==> src/rtl/fspa_pkg.sv <==
package fspa_pkg;

  // Pool geometry
  localparam int unsigned POOL_SLOTS     = 1024;
  localparam int unsigned MIN_ITEM_BYTES = 8;
  localparam int unsigned SLOT_W         = $clog2(POOL_SLOTS);
  localparam int unsigned CNT_W          = $clog2(POOL_SLOTS + 1);
  localparam int unsigned SIZE_W         = 16;

  // Request codes
  localparam logic REQ_ALLOC = 1'b0;
  localparam logic REQ_FREE  = 1'b1;

  // Status codes
  localparam logic [1:0] ST_OK        = 2'd0;
  localparam logic [1:0] ST_SIZE      = 2'd1;
  localparam logic [1:0] ST_EXHAUSTED = 2'd2;

  typedef struct packed {
    logic              req_type;
    logic [SIZE_W-1:0] req_size;
    logic [9:0]        free_slot;
  } fspa_req_t;

  typedef struct packed {
    logic [1:0] status;
    logic [9:0] slot;
  } fspa_rsp_t;

  // One entry of the link store
  typedef struct packed {
    logic              last;
    logic [SLOT_W-1:0] next;
  } fspa_link_t;

  // Write side of the link store
  typedef struct packed {
    logic              en;
    logic [SLOT_W-1:0] addr;
    fspa_link_t        data;
  } fspa_ram_wr_t;

  typedef enum logic {
    FSPA_IDLE,
    FSPA_EXEC
  } fspa_state_e;

endpackage

==> src/rtl/fspa_ctrl.sv <==
module fspa_ctrl
  import fspa_pkg::*;
(
  input  logic              clk_i,
  input  logic              rst_ni,
  input  logic              start,
  output logic              busy,
  input  fspa_req_t         req_i,
  input  logic              cfg_we_i,
  input  logic [CNT_W-1:0]  cfg_wdata_i,
  output logic              result_valid_o,
  output fspa_rsp_t         rsp_o,
  output logic              rd_en_o,
  output logic [SLOT_W-1:0] rd_addr_o,
  input  fspa_link_t        rd_data_i,
  output fspa_ram_wr_t      wr_o
);

  fspa_state_e        state_q, state_d;
  fspa_req_t          req_q;
  logic [SIZE_W-1:0]  item_bytes_q, item_bytes_d;
  logic [SLOT_W-1:0]  head_q, head_d;
  logic               nonempty_q, nonempty_d;
  logic [CNT_W-1:0]   unused_q, unused_d;
  logic [CNT_W-1:0]   slots_cfg_q;
  fspa_rsp_t          rsp_q, rsp_d;
  logic               rsp_valid_q, rsp_valid_d;
  logic               accept;
  logic               first_alloc;
  logic [CNT_W-1:0]   unused_eff;
  logic [CNT_W-1:0]   slots_sat;
  logic [SIZE_W-1:0]  size_fix;

  assign accept = start && !busy;

  // Next state
  always_comb begin
    state_d = state_q;
    case (state_q)
      FSPA_IDLE: if (accept) state_d = FSPA_EXEC;
      FSPA_EXEC: state_d = FSPA_IDLE;
      default:   state_d = FSPA_IDLE;
    endcase
  end

  // Outputs of the state machine; head link is fetched on every transfer
  always_comb begin
    busy      = 1'b0;
    rd_en_o   = 1'b0;
    rd_addr_o = head_q;
    case (state_q)
      FSPA_IDLE: rd_en_o = start;
      FSPA_EXEC: busy = 1'b1;
      default:   busy = 1'b0;
    endcase
  end

  // Values loaded by the first allocate
  assign first_alloc = (item_bytes_q == '0);
  assign slots_sat   = (slots_cfg_q > CNT_W'(POOL_SLOTS)) ? CNT_W'(POOL_SLOTS) : slots_cfg_q;
  assign size_fix    = (req_q.req_size > SIZE_W'(MIN_ITEM_BYTES)) ?
                       req_q.req_size : SIZE_W'(MIN_ITEM_BYTES);
  assign unused_eff  = first_alloc ? slots_sat : unused_q;

  // Request execution
  always_comb begin
    item_bytes_d = item_bytes_q;
    head_d       = head_q;
    nonempty_d   = nonempty_q;
    unused_d     = unused_q;
    rsp_d        = '{status: ST_OK, slot: '0};
    rsp_valid_d  = 1'b0;
    wr_o         = '{en: 1'b0, addr: req_q.free_slot[SLOT_W-1:0],
                     data: '{last: !nonempty_q, next: head_q}};
    if (state_q == FSPA_EXEC) begin
      rsp_valid_d = 1'b1;
      if (req_q.req_type == REQ_FREE) begin
        // push onto the free list, no double-free check
        if ({1'b0, req_q.free_slot} < 11'(POOL_SLOTS)) begin
          wr_o.en    = 1'b1;
          head_d     = req_q.free_slot[SLOT_W-1:0];
          nonempty_d = 1'b1;
        end
      end else if (!first_alloc && (item_bytes_q < req_q.req_size)) begin
        rsp_d.status = ST_SIZE;
      end else begin
        if (first_alloc) begin
          item_bytes_d = size_fix;
        end
        unused_d = unused_eff;
        if (nonempty_q) begin
          // pop: link of the head was read at the transfer
          rsp_d.slot = 10'(head_q);
          if (rd_data_i.last) begin
            nonempty_d = 1'b0;
          end else begin
            head_d = rd_data_i.next;
          end
        end else if (unused_eff != '0) begin
          unused_d   = unused_eff - CNT_W'(1);
          rsp_d.slot = 10'(unused_d);
        end else begin
          rsp_d.status = ST_EXHAUSTED;
        end
      end
    end
  end

  // Control and pool state
  always_ff @(posedge clk_i or negedge rst_ni) begin
    if (!rst_ni) begin
      state_q      <= FSPA_IDLE;
      item_bytes_q <= '0;
      head_q       <= '0;
      nonempty_q   <= 1'b0;
      unused_q     <= '0;
      slots_cfg_q  <= CNT_W'(POOL_SLOTS);
      rsp_valid_q  <= 1'b0;
    end else begin
      state_q      <= state_d;
      item_bytes_q <= item_bytes_d;
      head_q       <= head_d;
      nonempty_q   <= nonempty_d;
      unused_q     <= unused_d;
      rsp_valid_q  <= rsp_valid_d;
      if (cfg_we_i) begin
        slots_cfg_q <= cfg_wdata_i;
      end
    end
  end

  // Payload registers
  always_ff @(posedge clk_i) begin
    if (accept) begin
      req_q <= req_i;
    end
    rsp_q <= rsp_d;
  end

  assign result_valid_o = rsp_valid_q;
  assign rsp_o          = rsp_q;

endmodule

==> config.mk <==
export PLATFORM = sky130hd
export DESIGN_NAME = fspa_ctrl
export DESIGN_NICKNAME = d
export VERILOG_FILES = /design/src/rtl/fspa_pkg.sv /design/src/rtl/fspa_ctrl.sv
export SDC_FILE = /design/constraint.sdc
export NUM_CORES = 1
export LEC_CHECK = 0
export BUFFER_PORTS_ARGS = -buffer_cell sky130_fd_sc_hd__buf_2
export CAP_MARGIN = 20
export CORE_UTILIZATION = 50
export CTS_BUF_LIST = sky130_fd_sc_hd__clkbuf_16
export DETAILED_ROUTE_END_ITERATION = 12
export PLACE_DENSITY = 0.74
export SYNTH_ARGS = -nofsm -noshare
export SYNTH_HDL_FRONTEND = slang
export SYNTH_SLANG_ARGS = --single-unit
==> constraint.sdc <==
create_clock -name clk_i -period 10 [get_ports clk_i]
set_input_delay 1 -clock clk_i [delete_from_list [all_inputs] [get_ports clk_i]]
set_output_delay 1 -clock clk_i [all_outputs]
set_load 0.03 [all_outputs]
* Word-level counts from Yosys, hierarchy flattened
Cells that the tools add are included.
Storage, ports and cells: register bits after elaboration 90, bits of input ports 53, output and inout port bits 47, word-level logic and storage cells 61
Cells by class: add/sub/neg operators 1, $lt $le $gt $ge 3, equality and inequality tests 2, muxes and demuxes 24, bitwise gates (word level) 3, reductions and logical operators 15
Operators by type and width (number):
- $mux W10 | 6
- $mux W11 | 4
- $gt A16 B4 Y1 const B | 1
- $logic_not A16 Y1 | 1
- $lt A16 B16 Y1 | 1
- $mux W16 | 1
- $gt A11 B11 Y1 const B | 1
- $mux W1 | 11
- $reduce_bool A11 Y1 | 1
- $sub A11 B1 Y11 const B | 1
- $reduce_and A4 Y1 | 2
- $reduce_or A4 Y1 | 1
- $logic_not A1 Y1 | 3
- $not A1 Y1 | 3
- $reduce_and A3 Y1 | 1
- $reduce_or A3 Y1 | 1
- $logic_and A1 B1 Y1 | 2
- $mux W2 | 1
- $ne A2 B1 Y1 const B | 1
- $ne A2 B2 Y1 const B | 1
- $pmux W1 S2 | 1
- $reduce_and A2 Y1 | 1
- $reduce_bool A2 Y1 | 1
- $reduce_or A2 Y1 | 1

* Depth between registers and ports, before layout
Gate-level depths: netlist (run 1).
depth after elaboration 7, gate-level depth with buffers 15, gate-level depth less buffers 12

* Worst setup path after synthesis (run 1)
OpenSTA, ideal clock, no wires.
path type input to output, from input start, to output rd_en_o, arrival time 2.635 ns, data required time 9.000 ns, path slack 6.365 ns, stages 1, path buffers 0, cells stage by stage nor2b_1
Between the ends: word-level cells in the longest chain between the ends 1
RTL lines:
- start: declaration | line fspa_ctrl.sv:6 | input logic start,
- $mux W1 | line fspa_ctrl.sv:51 | case (state_q)
- end: declaration | line fspa_ctrl.sv:13 | output logic rd_en_o,
Every way passes these cells.

* Worst setup path in the final report (run 1)
from register item_bytes_q[1], to register unused_q[1]
Between the ends: word-level cells in the longest chain between the ends 5, elaborated cells on any way between the ends 11, classes of those cells add/sub: 1; order compare: 1; mux: 3; bitwise: 1; reduce/logical: 5
RTL lines:
- start: declaration | line fspa_ctrl.sv:21 | logic [SIZE_W-1:0] item_bytes_q, item_bytes_d;
- start signal: assignment | line fspa_ctrl.sv:121 | item_bytes_q <= item_bytes_d;
- $logic_not A16 Y1 | line fspa_ctrl.sv:59 | assign first_alloc = (item_bytes_q == '0);
- $mux W11 or $logic_not A1 Y1 (tied branches) | line fspa_ctrl.sv:63, fspa_ctrl.sv:84
- $sub A11 B1 Y11, or another cell as far along | line fspa_ctrl.sv:100 | unused_d = unused_eff - CNT_W'(1);
- $mux W11 or $not A1 Y1 (tied branches)
- $mux W11 or $reduce_and A3 Y1 (tied branches)
- end signal: assignment | line fspa_ctrl.sv:124 | unused_q <= unused_d;
- end: declaration | line fspa_ctrl.sv:24 | logic [CNT_W-1:0] unused_q, unused_d;
Parallel ways exist; a longest one is shown, timed or not. A chain may end at the register's enable or synchronous reset.

==> flow_metrics.env, run 1 <==
export IMPL_worstReg2RegStart="item_bytes_q[1]$_DFFE_PN0P_"
export IMPL_seq_area_sq_um=2328
export IMPL_max_slew_margin_pct=40.77
export IMPL_post_route_min_period_ns=3.752
export IMPL_die_area_sq_um=9507
export IMPL_initial_utilization_pct=52.04
export IMPL_clk_pin_slew_ns=0.06
export IMPL_synth_yosys_warnings=0
export IMPL_place_gp_congestion=0.8516
export IMPL_cts_tree="done"
export IMPL_start_kind="flop"
export IMPL_finalNonFillerCells=608
export IMPL_place_area_sq_um=4985
export IMPL_tightest_slew_ns=0.8852
export IMPL_cp_data_arrival_time_ns=3.98
export IMPL_clockBufferDepth=2
export IMPL_vdd_drop_max_v=0.0001412
export IMPL_grt_pass1_vias=3520
export IMPL_status="finished, final reports clean"
export IMPL_drv_cap=0
export IMPL_r2r_end="unused_q[1]$_DFFE_PN0P_"
export IMPL_period_share_pct=37.52
export IMPL_grt_max_degree=52
export IMPL_first_pass_iters=5
export IMPL_reg2reg_slack_ns=6.25
export IMPL_mostFrequentLayoutCell="buf_2"
export IMPL_cts_made_buffers=9
export IMPL_syn_to_final_growth_pct=15.91
export IMPL_antenna_cells=0
export IMPL_synthArstFlopShare_pct=56.67
export IMPL_grt_setup_unrepaired="false"
export IMPL_synth_area_sq_um=4561
export IMPL_grt_overflow_total=0
export IMPL_final_cell_mix="99 x buf_2, 50 x dfrtp_1, 29 x nand2_1"
export IMPL_ios=100
export IMPL_wirelength_mm=9.844
export IMPL_fin_setup_tns_ns=0
export IMPL_io_buffers=99
export IMPL_clock_skew_ns=0.006997
export IMPL_vias=3467
export IMPL_groute_usage_overall_pct=21.54
export IMPL_power_density_nw_per_um2=267.3
export IMPL_drv_slew=0
export IMPL_clk_latency_ns=0.34
export IMPL_cp_required_ns=10.23
export IMPL_multi_input_area_sq_um=1932
export IMPL_finalPower_mw=1.413
export IMPL_worstHoldStart="item_bytes_q[9]$_DFFE_PN0P_"
export IMPL_cts_root_buf="clkbuf_16"
export IMPL_leakage_nw=2.542
export IMPL_avgSynthCellArea_sq_um=10.83
export IMPL_synth_fp_nets=492
export IMPL_setup_viol_count_final=0
export IMPL_antenna_found_initial=0
export IMPL_cts_sinks=90
export IMPL_drcViolationCount=0
export IMPL_hold_depth=1
export IMPL_yosysSeqAreaShare_pct=51.06
export IMPL_drive_gt1_share_pct=29.40
export IMPL_clock_fmax_mhz=266.5
export IMPL_h_tree_depth=3
export IMPL_cts_resized=0
export IMPL_critical_path_buf_inv_count=2
export IMPL_crit_chain="nor4_1 > nand4_2 > buf_4 > a21oi_1 > ha_1 > inv_1 > or4b_1 > mux2_4 > and2_4 > or2b_1 > o21ai_0 > mux2_2"
export IMPL_core_area_sq_um=8763
export IMPL_finalInstanceArea_sq_um=5286
export IMPL_critPathCaptureType="flop"
export IMPL_die_y_um=97.51
export IMPL_synth_cell_types=66
export IMPL_cts_setup_buffers=0
export IMPL_drt_iter0_drc=176
export IMPL_critPathKind="reg -> reg"
export IMPL_vias_per_cell=5.702
export IMPL_holdPathEnd="item_bytes_q[9]$_DFFE_PN0P_"
export IMPL_fill_cells=743
export IMPL_final_core_util_pct=60.32
export IMPL_row_count=34
export IMPL_synth_seq_cells=90
export IMPL_nNetsFinal=566
export IMPL_die_w_um=97.51
export IMPL_synth_cells=421
export IMPL_place_hpwl_mm=7.205
export IMPL_cts_hold_buf=0
export IMPL_ant_nets=0
export IMPL_critPathMaxFanout=36
export IMPL_hold_viol_final=0
export IMPL_critPathTopFamily="simple AND/OR/NAND/NOR gates"
export IMPL_hp_class="reg -> reg"
export IMPL_dp_cells=592
export IMPL_reg2reg_depth=12
export IMPL_slowest_stage="nor4_1"
export IMPL_critPathMaxStageDelay_ns=0.54
export IMPL_wire_per_inst_um=16.19
export IMPL_synth_edf_count=27
export IMPL_synth_flop_cell="dfrtp_1"
export IMPL_grt_pass1_wl_mm=16.21
==> registers in the layout (all words and copies together), names as in the netlist <==
| name | flops |
|---|---|
| rsp_o | 12 |
| wr_o | 10 |
| slots_cfg_q | 11 |
| unused_q | 11 |
| req_q | 17 |
| item_bytes_q | 16 |
| nonempty_q | 1 |
| state_q | 1 |
| result_valid_o | 1 |
| rd_addr_o | 10 |
==> cells by family after synthesis <==
family / after synthesis / synth area share [%]
and+or+nand+nor: 118 / 14.24
AOI/OAI and AO/OA: 101 / 14.90
DFF: 90 / 51.06
buffers and inverters: 58 / 6.639
muxes: 30 / 7.078
adders and majority gates: 18 / 4.938
xor gates and xnor gates: 6 / 1.152
==> routing by layer <==
layer	vias up	GRT usage, %	part of all wire, %
met1	1675	24.41	40
met3	21	4.388	4.0
met2	89	38.78	54
met4	0	9.842	2.2
met5	-	0	0
li1	1682	-	-
==> Yosys cell counts, drive strengths merged, types with 5 or more instances <==
library cell / instances / share of area [%]
a21oi: 21 / 2.3
ha: 18 / 4.9
nand3: 9 / 0.99
mux2: 15 / 3.8
mux2i: 15 / 3.3
nand2: 30 / 2.6
dfrtp: 50 / 27
a21o: 19 / 3.2
o21ai: 25 / 2.7
nor2: 21 / 1.7
nor3b: 7 / 1.2
a31oi: 5 / 0.69
dfxtp: 12 / 5.3
nand2b: 6 / 0.82
nor4: 11 / 1.5
buf: 23 / 3.8
clkbuf: 16 / 1.3
edfxtp: 27 / 18
inv: 19 / 1.6
==> per-stage QoR <==
| step | hold WS (ns) | setup slack (ns) |
|---|---|---|
| final | 0.4922 | 6.248 |
| after global routing | 0.5138 | 6.006 |
| after floorplan | 0.4505 | 6.365 |
| after global placement | 0.4655 | 6.444 |
| after CTS | 0.4954 | 6.249 |
| after detailed placement | 0.4806 | 6.293 |
==> where the power goes <==
group / switching [mW] / internal [mW]
sequential: 0.0862 / 0.458
combinational: 0.319 / 0.206
clock: 0.147 / 0.196
==> layout make-up <==
class                      count  area share [%]
sequential                    90           44.05
tap                          108           2.556
timing repair buffer         102           9.799
clock inverter                 7           1.444
inverter                      19           1.349
clock buffer                   9           4.260
multi-input combinational    273           36.54
==> worst reg2reg max path: stages (launching register included) <==
cell and delay (ns):
dfrtp_1 0.40, nor4_1 0.54, nand4_2 0.15, buf_4 0.27, a21oi_1 0.34, ha_1 0.28
inv_1 0.05, or4b_1 0.54, mux2_4 0.32, and2_4 0.23, or2b_1 0.18, o21ai_0 0.07
mux2_2 0.27
==> worst max-delay path by stage <==
stage               cells after the start                      end                   startpoint
global route                           12  unused_q[1]$_DFFE_PN0P_  item_bytes_q[1]$_DFFE_PN0P_
finish                                 12  unused_q[1]$_DFFE_PN0P_  item_bytes_q[1]$_DFFE_PN0P_
global placement                       12  unused_q[1]$_DFFE_PN0P_  item_bytes_q[1]$_DFFE_PN0P_
CTS                                    12  unused_q[1]$_DFFE_PN0P_  item_bytes_q[1]$_DFFE_PN0P_
floorplan                               1                  rd_en_o                        start
detailed placement                     12  unused_q[1]$_DFFE_PN0P_  item_bytes_q[1]$_DFFE_PN0P_
Power figures use the tool's default switching activity.
==> run 2: changes to the inputs <==
Settings changed: ABC_AREA from default to 1, CORE_UTILIZATION 50 to 49, PLACE_DENSITY 0.74 to 0.76.
Clock period 10 ns to 3.05 ns, I/O delays scaled along.
==> flow_metrics.env, run 2 <==
export IMPL_status="finished, final reports clean"
export IMPL_synth_flop_cell="dfrtp_1"
export IMPL_antenna_cells=0
export IMPL_cts_sinks=90
export IMPL_final_core_util_pct=59.52
export IMPL_hold_viol_final=0
export IMPL_yosys_area_top_type="dfrtp_1"
export IMPL_cts_made_buffers=9
export IMPL_synth_most_common_cell="nand2_1"
export IMPL_drv_slew=0
export IMPL_syn_to_final_growth_pct=17.07
export IMPL_critPathMaxFanout=17
export IMPL_die_w_um=97.36
export IMPL_synth_cell_types=37
export IMPL_ios=100
export IMPL_clk_latency_ns=0.34
export IMPL_clock_fmax_mhz=378.3
export IMPL_cts_setup_buffers=0
export IMPL_cts_resized=0
export IMPL_synth_yosys_warnings=0
export IMPL_ant_nets=0
export IMPL_critPathKind="reg -> reg"
export IMPL_fill_cells=766
export IMPL_place_gp_congestion=0.9165
export IMPL_synth_area_sq_um=4456
export IMPL_synth_cells=482
export IMPL_nNetsFinal=635
export IMPL_hp_class="in -> async"
export IMPL_place_hpwl_mm=7.110
export IMPL_drive_gt1_share_pct=28.12
export IMPL_mostFrequentLayoutCell="nand2_1"
export IMPL_max_slew_margin_pct=53.81
export IMPL_fin_setup_tns_ns=0
export IMPL_cts_tree="done"
export IMPL_io_buffers=99
export IMPL_start_kind="flop"
export IMPL_critPathCaptureType="flop"
export IMPL_wire_per_inst_um=14.17
export IMPL_place_area_sq_um=4915
export IMPL_dpl_worst_slack_ns=0.4424
export IMPL_first_pass_iters=5
export IMPL_synthTopCellsByCount="114 x nand2_1, 50 x dfrtp_1, 44 x inv_1"
export IMPL_synth_seq_cells=90
export IMPL_synth_fp_nets=553
export IMPL_initial_utilization_pct=50.84
export IMPL_wirelength_mm=9.596
export IMPL_clock_skew_ns=0.008660
export IMPL_drcViolationCount=0
export IMPL_yosysTopAreaCellShare_pct=28.08
export IMPL_grt_pass1_vias=3517
export IMPL_period_share_pct=86.68
export IMPL_cts_root_buf="clkbuf_16"
export IMPL_yosysSeqAreaShare_pct=52.26
export IMPL_synth_area_leaders="dfrtp_1 28%, edfxtp_1 18%, nand2_1 9.6%, dfxtp_1 5.4%, ha_1 5.1%"
export IMPL_h_tree_depth=3
export IMPL_grt_overflow_total=0
export IMPL_die_area_sq_um=9478
export IMPL_tightest_slew_ns=0.6929
export IMPL_synthArstFlopShare_pct=56.67
export IMPL_avgSynthCellArea_sq_um=9.244
export IMPL_post_route_min_period_ns=2.644
export IMPL_vias_per_cell=5.157
export IMPL_cp_required_ns=3.31
export IMPL_drv_cap=0
export IMPL_largest_reg_flops=17
export IMPL_die_y_um=97.36
export IMPL_grt_setup_unrepaired="false"
export IMPL_groute_usage_overall_pct=21.37
export IMPL_setup_viol_count_final=0
export IMPL_antenna_found_initial=0
export IMPL_drt_iter0_drc=144
export IMPL_vias=3491
export IMPL_clk_pin_slew_ns=0.07
export IMPL_vdd_drop_max_v=0.0003784
export IMPL_final_cell_mix="114 x nand2_1, 99 x buf_2, 50 x dfrtp_1"
export IMPL_registers_top_by_ff_count="req_q"
export IMPL_power_density_nw_per_um2=874.1
export IMPL_leakage_nw=2.640
export IMPL_core_area_sq_um=8763
export IMPL_cts_hold_buf=0
export IMPL_finalInstanceArea_sq_um=5216
export IMPL_clockBufferDepth=2
export IMPL_synth_edf_count=27
export IMPL_row_count=34
export IMPL_setup_ws_ns=0.4063
export IMPL_grt_max_degree=31
export IMPL_grt_pass1_wl_mm=16.18
export IMPL_cp_data_arrival_time_ns=2.90
==> run 2: logic make-up (layout without fill, tap and decap cells) <==
family	after synthesis	count (layout)	share of synthesized area, %
buffers and inverters	80	167	8.621
AND/OR/NAND/NOR	206	206	20.72
flip-flops	90	90	52.26
XOR/XNOR	3	3	0.5898
adder cells (fa/ha/maj)	18	18	5.055
AO/OA/AOI/OAI	70	70	9.239
multiplexers	15	15	3.510
==> run 2: path summary, 6_finish.rpt <==
kind,startpoint,to,slack [ns],cells past startpoint
worst max-delay path,item_bytes_q[10]$_DFFE_PN0P_,unused_q[0]$_DFFE_PN0P_,0.41,15
worst min-delay path,rst_ni,slots_cfg_q[2]$_DFFE_PN0P_,0.006,1
worst max register to register,item_bytes_q[10]$_DFFE_PN0P_,unused_q[0]$_DFFE_PN0P_,0.41,15
worst min register to register,item_bytes_q[0]$_DFFE_PN0P_,item_bytes_q[0]$_DFFE_PN0P_,0.48,2
max in group asynchronous,rst_ni,slots_cfg_q[9]$_DFFE_PN0P_,2.28,2
min in group clk_i,req_i[17],req_q[17]$_DFFE_PP_,0.13,1
==> run 2: metrics by stage <==
stage | hold WS, ns | cells | power [mW]
4_1_cts | 0.02550 | 677 | 4.582
5_1_grt | 0.06519 | 677 | 4.856
2_1_floorplan | 0.009409 | 482 | 3.048
6_report | 0.006319 | 677 | 4.559
3_3_place_gp | 0.3858 | 661 | 3.364
3_5_place_dp | 0.3967 | 661 | 3.439
==> run 2: cell type report <==
class | count | area [sq um] | share of cell area (%)
tap | 108 | 135.1 | 2.591
clock inverter | 7 | 76.32 | 1.463
inverter | 48 | 180.2 | 3.454
clock buffer | 9 | 225.2 | 4.318
sequential | 90 | 2328 | 44.64
timing repair buffer | 103 | 525.5 | 10.07
multi-input combinational | 312 | 1745 | 33.46
==> run 2: power by group <==
| group | internal [mW] | total (mW) | switching, mW | leakage [nW] |
|---|---|---|---|---|
| clock network | 0.641 | 1.12 | 0.478 | 0.148 |
| logic | 0.588 | 1.72 | 1.13 | 1.51 |
| registers | 1.50 | 1.72 | 0.219 | 0.985 |
| total | 2.73 | 4.56 | 1.83 | 2.64 |
==> run 2: per-layer routing <==
layer  vias up  part of all wire, %  global-route usage, %
li1       1730                    -                      -
met1      1651                   42                  25.05
met2        90                   51                  38.08
met4         0                  2.1                  8.597
met3        20                  4.2                  4.532
met5         -                    0                      0
==> run 2: critical path, stage by stage, from the launching register on <==
cell and delay (ns):
dfrtp_1 0.40, nor2_1 0.12, nand2_1 0.10, nor2_2 0.13, nand2_2 0.25, nand2_1 0.17, nand2_2 0.10, inv_1 0.12
ha_1 0.19, nand3_1 0.09, nor2_2 0.17, nand2_4 0.09, ha_1 0.30, nand2_1 0.06, o21ai_0 0.09, o21ai_0 0.17
==> run 3: changes to the inputs <==
--- a/config.mk
+++ b/config.mk
@@ -9,8 +9,8 @@
 export BUFFER_PORTS_ARGS = -buffer_cell sky130_fd_sc_hd__buf_2
 export CAP_MARGIN = 20
-export CORE_UTILIZATION = 49
+export CORE_UTILIZATION = 50
 export CTS_BUF_LIST = sky130_fd_sc_hd__clkbuf_16
 export DETAILED_ROUTE_END_ITERATION = 12
-export PLACE_DENSITY = 0.76
+export PLACE_DENSITY = 0.75
 export SYNTH_ARGS = -nofsm -noshare
 export SYNTH_HDL_FRONTEND = slang
==> constraint.sdc (replaced) <==
create_clock -name clk_i -period 3.25 [get_ports clk_i]
set_input_delay 0.325 -clock clk_i [delete_from_list [all_inputs] [get_ports clk_i]]
set_output_delay 0.325 -clock clk_i [all_outputs]
set_load 0.02 [all_outputs]
==> flow_metrics.env, run 3 (synthesis results as in run 2) <==
export IMPL_die_y_um=96.40
export IMPL_nNetsFinal=635
export IMPL_row_count=34
export IMPL_core_area_sq_um=8678
export IMPL_r2r_end="unused_q[0]$_DFFE_PN0P_"
export IMPL_clk_pin_slew_ns=0.06
export IMPL_critPathMaxFanout=17
export IMPL_top_usage_layer="met2"
export IMPL_cts_sinks=90
export IMPL_drive_gt1_share_pct=27.94
export IMPL_largest_reg_flops=17
export IMPL_initial_utilization_pct=51.34
export IMPL_cts_tree="done"
export IMPL_post_route_min_period_ns=2.580
export IMPL_ant_nets=0
export IMPL_met2_usage_pct=37.17
export IMPL_clock_fmax_mhz=387.6
export IMPL_final_core_util_pct=59.95
export IMPL_final_cell_mix="114 x nand2_1, 99 x buf_2, 50 x dfrtp_1"
export IMPL_antenna_found_initial=0
export IMPL_hold_viol_final=0
export IMPL_cts_hold_buf=0
export IMPL_period_share_pct=79.39
export IMPL_grt_overflow_total=0
export IMPL_grt_max_degree=42
export IMPL_vdd_drop_max_v=0.0003633
export IMPL_place_hpwl_mm=7.112
export IMPL_worstReg2RegStart="item_bytes_q[4]$_DFFE_PN0P_"
export IMPL_critPathKind="reg -> reg"
export IMPL_start_kind="flop"
export IMPL_antenna_cells=0
export IMPL_clock_skew_ns=0.005422
export IMPL_cp_data_arrival_time_ns=2.84
export IMPL_first_pass_iters=4
export IMPL_cts_setup_buffers=0
export IMPL_grt_pass1_wl_mm=15.28
export IMPL_reg2reg_slack_ns=0.67
export IMPL_status="finished, final reports clean"
export IMPL_vias=3438
export IMPL_registers_top_by_ff_count="req_q"
export IMPL_die_w_um=96.40
export IMPL_groute_usage_overall_pct=21.81
export IMPL_fill_cells=794
export IMPL_grt_pass1_vias=3359
export IMPL_seq_area_sq_um=2328
export IMPL_reg2reg_depth=15
export IMPL_tightest_slew_ns=0.9724
export IMPL_gr_usage_met3_pct=3.208
export IMPL_cp_startpoint="item_bytes_q[4]$_DFFE_PN0P_"
export IMPL_syn_to_final_growth_pct=16.76
export IMPL_max_slew_margin_pct=35.17
export IMPL_die_area_sq_um=9293
export IMPL_place_gp_congestion=0.9628
export IMPL_cts_root_buf="clkbuf_16"
export IMPL_power_density_nw_per_um2=794.3
export IMPL_setup_viol_count_final=0
export IMPL_drv_cap=0
export IMPL_ios=100
export IMPL_clk_latency_ns=0.34
export IMPL_cts_resized=0
export IMPL_clockBufferDepth=2
export IMPL_h_tree_depth=3
export IMPL_cp_required_ns=3.51
export IMPL_multi_input_area_sq_um=1745
export IMPL_hp_class="in -> async"
export IMPL_fin_setup_tns_ns=0
export IMPL_leakage_nw=2.636
export IMPL_grt_setup_unrepaired="false"
export IMPL_drcViolationCount=0
export IMPL_io_buffers=99
export IMPL_critPathCaptureType="flop"
export IMPL_mostFrequentLayoutCell="nand2_1"
export IMPL_drv_slew=0
export IMPL_gr_usage_met1_pct=27.82
export IMPL_vias_per_cell=5.078
export IMPL_drt_iter0_drc=156
export IMPL_wire_per_inst_um=13.96
export IMPL_wirelength_mm=9.450
export IMPL_cts_made_buffers=9
run 3: cell count changes in the layout (fill, tap and decap cells not counted), sizes merged:
cell	previous run	this run
inv	50	49
clkinvlp	1	2
run 3: worst max path at each step:
| stage | end | slack, ns | cells after the start |
|---|---|---|---|
| 2_1_floorplan | req_q[10]$_DFFE_PP_ | 0.86 | 1 |
| 3_3_place_gp | unused_q[0]$_DFFE_PN0P_ | 0.85 | 15 |
| 3_5_place_dp | unused_q[0]$_DFFE_PN0P_ | 0.69 | 15 |
| 4_1_cts | unused_q[0]$_DFFE_PN0P_ | 0.67 | 15 |
| 5_1_grt | unused_q[0]$_DFFE_PN0P_ | 0.41 | 15 |
| 6_report | unused_q[0]$_DFFE_PN0P_ | 0.67 | 15 |
run 3: routing by layer:
| layer | share of wire (%) | wire [um] |
|---|---|---|
| met1 | 44 | 4151 |
| met2 | 51 | 4776 |
| met3 | 3.5 | 332 |
| met4 | 2.0 | 189 |
| met5 | 0 | 0 |
run 3: area by class of cell:
class / count / area share (%)
clock buffer: 9 / 4.329
tap: 108 / 2.597
multi-input combinational: 312 / 33.55
clock inverter: 7 / 1.203
timing repair buffer: 103 / 10.10
sequential: 90 / 44.76
inverter: 48 / 3.463
run 3: critical path, cell delays in order (launching register included):
cell and delay (ns):
dfrtp_1 0.40, nor2_1 0.13, nand2_1 0.10, nor2_2 0.15, nand2_2 0.24, nand2_1 0.13, nand2_1 0.12, inv_1 0.13
ha_1 0.16, nand3_1 0.09, nor2_2 0.16, nand2_4 0.09, ha_1 0.30, nand2_1 0.06, o21ai_0 0.07, o21ai_0 0.16
run 3: power by group:
part	total, mW	switching, mW	internal (mW)	leakage (nW)
Sequential	1.62	0.208	1.41	0.985
Combinational	1.51	0.960	0.547	1.51
Clock	1.01	0.419	0.587	0.144
run 3: per-stage QoR:
stage | std cells | power, mW | hold slack (ns) | worst slack [ns] | area [sq um]
detailed placement | 661 | 3.141 | 0.4840 | 0.6875 | 4915
CTS | 677 | 4.153 | 0.1530 | 0.6733 | 5202
finish | 677 | 4.132 | 0.1514 | 0.6698 | 5202
global route | 677 | 4.421 | 0.1516 | 0.4092 | 5202
global placement | 661 | 3.070 | 0.4678 | 0.8502 | 4915
floorplan | 482 | 2.776 | 0.02941 | 0.8555 | 4456
